## src/rtl/gsmv_pkg.sv

```systemverilog
// ----------------------------------------------------------------------------
// gsmv_pkg
// shared types and constants for the four-point stencil matrix-vector block
// ----------------------------------------------------------------------------
package gsmv_pkg;

    localparam int VALUE_W    = 32;
    localparam int COEF_W     = 18;
    localparam int FRAC_W     = 16;
    localparam int CFG_W      = 7;
    localparam int GRID_RESET = 64;
    localparam int PROD_W     = VALUE_W + COEF_W;
    localparam int SUM_W      = PROD_W + 3;
    localparam int QDEPTH     = 4;
    localparam int QPW        = $clog2(QDEPTH);
    localparam int QLW        = $clog2(QDEPTH + 1);

    localparam logic signed [SUM_W-1:0] ROUND_BIAS = SUM_W'(1) <<< (FRAC_W - 1);

    typedef enum logic [0:0] {
        OP_DATA  = 1'b0,
        OP_DRAIN = 1'b1
    } op_t;

    typedef logic signed [VALUE_W-1:0] value_t;
    typedef logic signed [COEF_W-1:0]  coef_t;

    typedef struct packed {
        coef_t west;
        coef_t east;
        coef_t north;
        coef_t south;
    } coef_set_t;

    // one point's work: neighbours already masked to zero off the grid
    typedef struct packed {
        value_t    west;
        value_t    east;
        value_t    north;
        value_t    south;
        coef_set_t coef;
        logic      last;
    } job_t;

    typedef struct packed {
        logic valid;
        job_t job;
    } job_push_t;

    typedef struct packed {
        logic           not_empty;
        logic [QLW-1:0] level;
    } queue_status_t;

endpackage

```

## src/rtl/gsmv_queue.sv

```systemverilog
// ----------------------------------------------------------------------------
// gsmv_queue
// short job queue between front and back
// ----------------------------------------------------------------------------
module gsmv_queue (
    input  logic                    clk,
    input  logic                    rst_n,
    input  gsmv_pkg::job_push_t     job_push,
    input  logic                    pop,
    output gsmv_pkg::job_t          head,
    output gsmv_pkg::queue_status_t q_status
);

    gsmv_pkg::job_t entry_mem [gsmv_pkg::QDEPTH];

    logic [gsmv_pkg::QPW-1:0] wr_ptr_reg, wr_ptr_next, rd_ptr_reg, rd_ptr_next;
    logic [gsmv_pkg::QLW-1:0] level_reg, level_next;

    always_comb
    begin
        wr_ptr_next = wr_ptr_reg;
        rd_ptr_next = rd_ptr_reg;
        level_next  = level_reg;
        if (job_push.valid)
        begin
            wr_ptr_next = wr_ptr_reg + gsmv_pkg::QPW'(1);
        end
        if (pop)
        begin
            rd_ptr_next = rd_ptr_reg + gsmv_pkg::QPW'(1);
        end
        if (job_push.valid && !pop)
        begin
            level_next = level_reg + gsmv_pkg::QLW'(1);
        end
        else if (!job_push.valid && pop)
        begin
            level_next = level_reg - gsmv_pkg::QLW'(1);
        end
    end

    always_ff @(posedge clk or negedge rst_n)
    begin
        if (!rst_n)
        begin
            wr_ptr_reg <= '0;
            rd_ptr_reg <= '0;
            level_reg  <= '0;
        end
        else
        begin
            wr_ptr_reg <= wr_ptr_next;
            rd_ptr_reg <= rd_ptr_next;
            level_reg  <= level_next;
        end
    end

    always_ff @(posedge clk)
    begin
        if (job_push.valid)
        begin
            entry_mem[wr_ptr_reg] <= job_push.job;
        end
    end

    assign head               = entry_mem[rd_ptr_reg];
    assign q_status.not_empty = (level_reg != '0);
    assign q_status.level     = level_reg;

endmodule

```

## config.mk

```make
export PLATFORM = sky130hd
export DESIGN_NAME = gsmv_queue
export DESIGN_NICKNAME = d
export VERILOG_FILES = /design/src/rtl/gsmv_pkg.sv /design/src/rtl/gsmv_queue.sv
export SDC_FILE = /design/constraint.sdc
export NUM_CORES = 1
export LEC_CHECK = 0
export ABC_AREA = 0
export BUFFER_PORTS_ARGS = -buffer_cell sky130_fd_sc_hd__buf_2
export CORE_ASPECT_RATIO = 1.25
export CORE_MARGIN = 4
export CORE_UTILIZATION = 55
export CTS_BUF_LIST = sky130_fd_sc_hd__clkbuf_4 sky130_fd_sc_hd__clkbuf_8
export DETAILED_ROUTE_END_ITERATION = 10
export PLACE_DENSITY = 0.76
export SYNTH_ARGS = -nofsm -noshare
export SYNTH_HDL_FRONTEND = slang
export SYNTH_SLANG_ARGS = --single-unit
```

## constraint.sdc

```tcl
create_clock -name clk -period 6.95 [get_ports clk]
set_clock_uncertainty 0.1 [all_clocks]
set_input_delay 0.695 -clock clk [delete_from_list [all_inputs] [get_ports clk]]
set_output_delay 0.695 -clock clk [all_outputs]
set_load 0.005 [all_outputs]
```

==> out/qor.csv <==
stage;metric;value;unit
synthesis;cells after synthesis;1083;
cts;CTS sink count;811;
grt;largest net degree at the start of global routing;106;
layout;Filler cells;3329;
cts;H-tree depth;3;
synthesis;number of synthesized register bits;811;
cts;post-CTS resize count;0;
pwr;Final Power;14.0;mW
floorplanning;Die Ht;267;um
synthesis;list of most frequent post-synthesis cells;edfxtp_1, mux4_2, buf_2, buf_6, dfrtp_1;
synthesis;EDFF count, synth;804;
hold_path;Hold WC Path Type;primary input to flip-flop;
cts;setup bufs post-CTS;0;
drt;Detail Route Antenna Nets;0;
grt;grt total ovfl;0;
setup_path;Setup CP Type;flip-flop to output port;
sta;Worst slew margin;0.263;
synthesis;synth unique cells;20;
setup_path;Crit path required time;6.15;ns
floorplanning;full die area;0.0573;sq mm
setup_path;R2R depth;4;
floorplanning;I/O pin total;410;
drt;First-pass DRT Iterations;5;
floorplanning;Starting Density;0.557;
layout;Seq. cell area;0.0243;sq mm
synthesis;leading area contributor after synthesis;edfxtp_1;
synthesis;top cells by area, synth;edfxtp_1, mux4_2, buf_6;
place;port bufs;409;
layout;layout cells sized above 1;0.484;
sta;setup_tns;0;ns
sta;Final Hold Viols;0;
sta;fin crit period;4.02;ns
synthesis;top cell type's share of synthesized area;0.821;
cts;TritonCTS clock tree;built;
sta;FMAX;249;MHz
sta;RSZ-0062 raised after global routing;no;
pwr;pwr/cell area;408;mW/mm^2
setup_path;Setup crit end kind;output port;
outcome;outcome;finished, final reports clean;
synthesis;Warnings, synthesis;0;
place;dpl hpwl;34700;um
grt;first-pass GRT wire length;85900;um
setup_path;Crit path largest cell delay;0.96;ns
floorplanning;Rows;94;
synthesis;Seq/Total Area, Yosys;0.827;
synthesis;Mapped Avg Cell Area;27.2;sq um
drt;per-cell routed wire length;24.2;um
pwr;Peak VDD IR;0.000310;V
cts;clk slew on worst S/H paths;0.07;ns
grt;vias in the first global route;14157;
synthesis;Mapped Area;0.0294;sq mm
setup_path;CP startpoint kind;flip-flop;
hold_path;hold path depth;1;
cts;worst skew pair latency;0.68;ns
setup_path;critical path's slowest cell;dfrtp_4;
synthesis;asr flop ratio synth;0.00863;
setup_path;crit-path cells;buf_4 -> mux4_2 -> buf_2;
drt;1st-iter DRT viols;946;
layout;Layout area overhead;17.0;%
layout;Post-Layout Cell Count;2355;
sta;Tcrit/Tclk final;0.579;
pwr;Lkg Pwr;11.7;nW
setup_path;critical path arrival;3.23;ns
synthesis;syn nets;1294;
cts;Clock Path Buffers;3;
sta;final setup fails;0;
place;placer congestion estimate;0.751;
sta;Pins Over Slew Limit;0;
drt;final wirelength;57000;um
drt;DR vias/cell;5.62;
layout;Multi-input gate area;0.00473;sq mm
grt;GRT Util Overall;0.198;
cts;Root Buffer;clkbuf_8;
cts;Hold-fix buffers, CTS;1;
place;Inst Count DP;2131;
grt;antenna violations before repair;24;
layout;# nets final;1788;
drt;vias;13245;
flow_run;max-cap viol count;0;
drt;drt drc;0;
layout;max reg flops;804;
sta;Worst-Margin Slew;1.11;ns
cts;Num CTS Buffers;115;
synthesis;count leader, synth;edfxtp_1;
floorplanning;DIE WIDTH;215;um
floorplanning;CORE AREA;0.0528;sq mm
synthesis;commonest register cell after synthesis;edfxtp_1;
layout;Util after Layout;0.651;
sta;hold slack;0.107;ns
setup_path;worst-path fanout max;65;
## path summary, 6_finish.rpt
kind / slack [ns] / end / startpoint
worst max-delay path: 2.93 / head[99] / rd_ptr_reg[1]
worst min-delay path: 0.11 / entry_mem[1][119] / job_push[119]
worst max register to register: 4.18 / entry_mem[0][33] / wr_ptr_reg[0]
worst min register to register: 0.45 / level_reg[2] / level_reg[2]
max in group asynchronous: 6.28 / rd_ptr_reg[0] / rst_n
min in group asynchronous: 0.28 / rd_ptr_reg[1] / rst_n
## where the power goes
part / leakage [nW] / switching, mW / internal, mW / total [mW]
combinational: 3.10 / 1.96 / 1.84 / 3.81
clock: 1.17 / 1.66 / 1.87 / 3.53
sequential: 7.46 / 0.305 / 6.40 / 6.71
## per-stage QoR
step	area (sq um)	setup WS, ns
floorplan	29400	1.01
finish	34400	2.93
global route	34400	2.77
CTS	34400	2.87
detailed placement	32100	3.68
global placement	32100	3.68
## cell usage in the layout, fill, tap and decap left out, drive strengths merged
cell type      n
buf          421
o21ai          1
dlygate4sd3    1
and2           4
edfxtp       804
inv            6
fa             1
mux2           1
ha             5
xor2           4
diode         14
bufinv         3
nor2           1
dfrtp          7
clkbuf       155
or3            1
mux4         201
clkinv        46
nand2          2
clkinvlp       3
xnor2          2
## final cells by class
class / count / share of cell area
Sequential cell: 811 / 0.707
Multi-Input combinational cell: 223 / 0.138
Timing Repair Buffer: 422 / 0.0650
Clock buffer: 155 / 0.0549
Tap cell: 672 / 0.0244
Clock inverter: 54 / 0.00942
Antenna cell: 14 / 0.00102
Inverter: 4 / 0.000437
## worst max-delay path: cells and delay by family, from the launching register on
kind	cells	cell delay (ns)
buffers and inverters	2	0.97
DFF	1	0.96
muxes	1	0.42
## layer usage
| metal | global-route usage | share of wire |
|---|---|---|
| met5 | 0 | 0.0020 |
| met4 | 0.0640 | 0.022 |
| met3 | 0.0737 | 0.090 |
| met2 | 0.321 | 0.51 |
| met1 | 0.254 | 0.37 |
## cell families (layout without fill, tap and decap cells)
| logic type | Yosys count | after routing | synth area share |
|---|---|---|---|
| multiplexers | 202 | 202 | 0.154 |
| adder cells (fa/ha/maj) | 6 | 6 | 0.00281 |
| buffers and inverters | 49 | 635 | 0.0125 |
| other | 0 | 14 | 0 |
| AND/OR/NAND/NOR | 8 | 8 | 0.00145 |
| AO/OA/AOI/OAI | 1 | 1 | 0.000170 |
| XOR/XNOR | 6 | 6 | 0.00179 |
| flip-flops | 811 | 811 | 0.827 |
(Power assumes the default switching activity.)
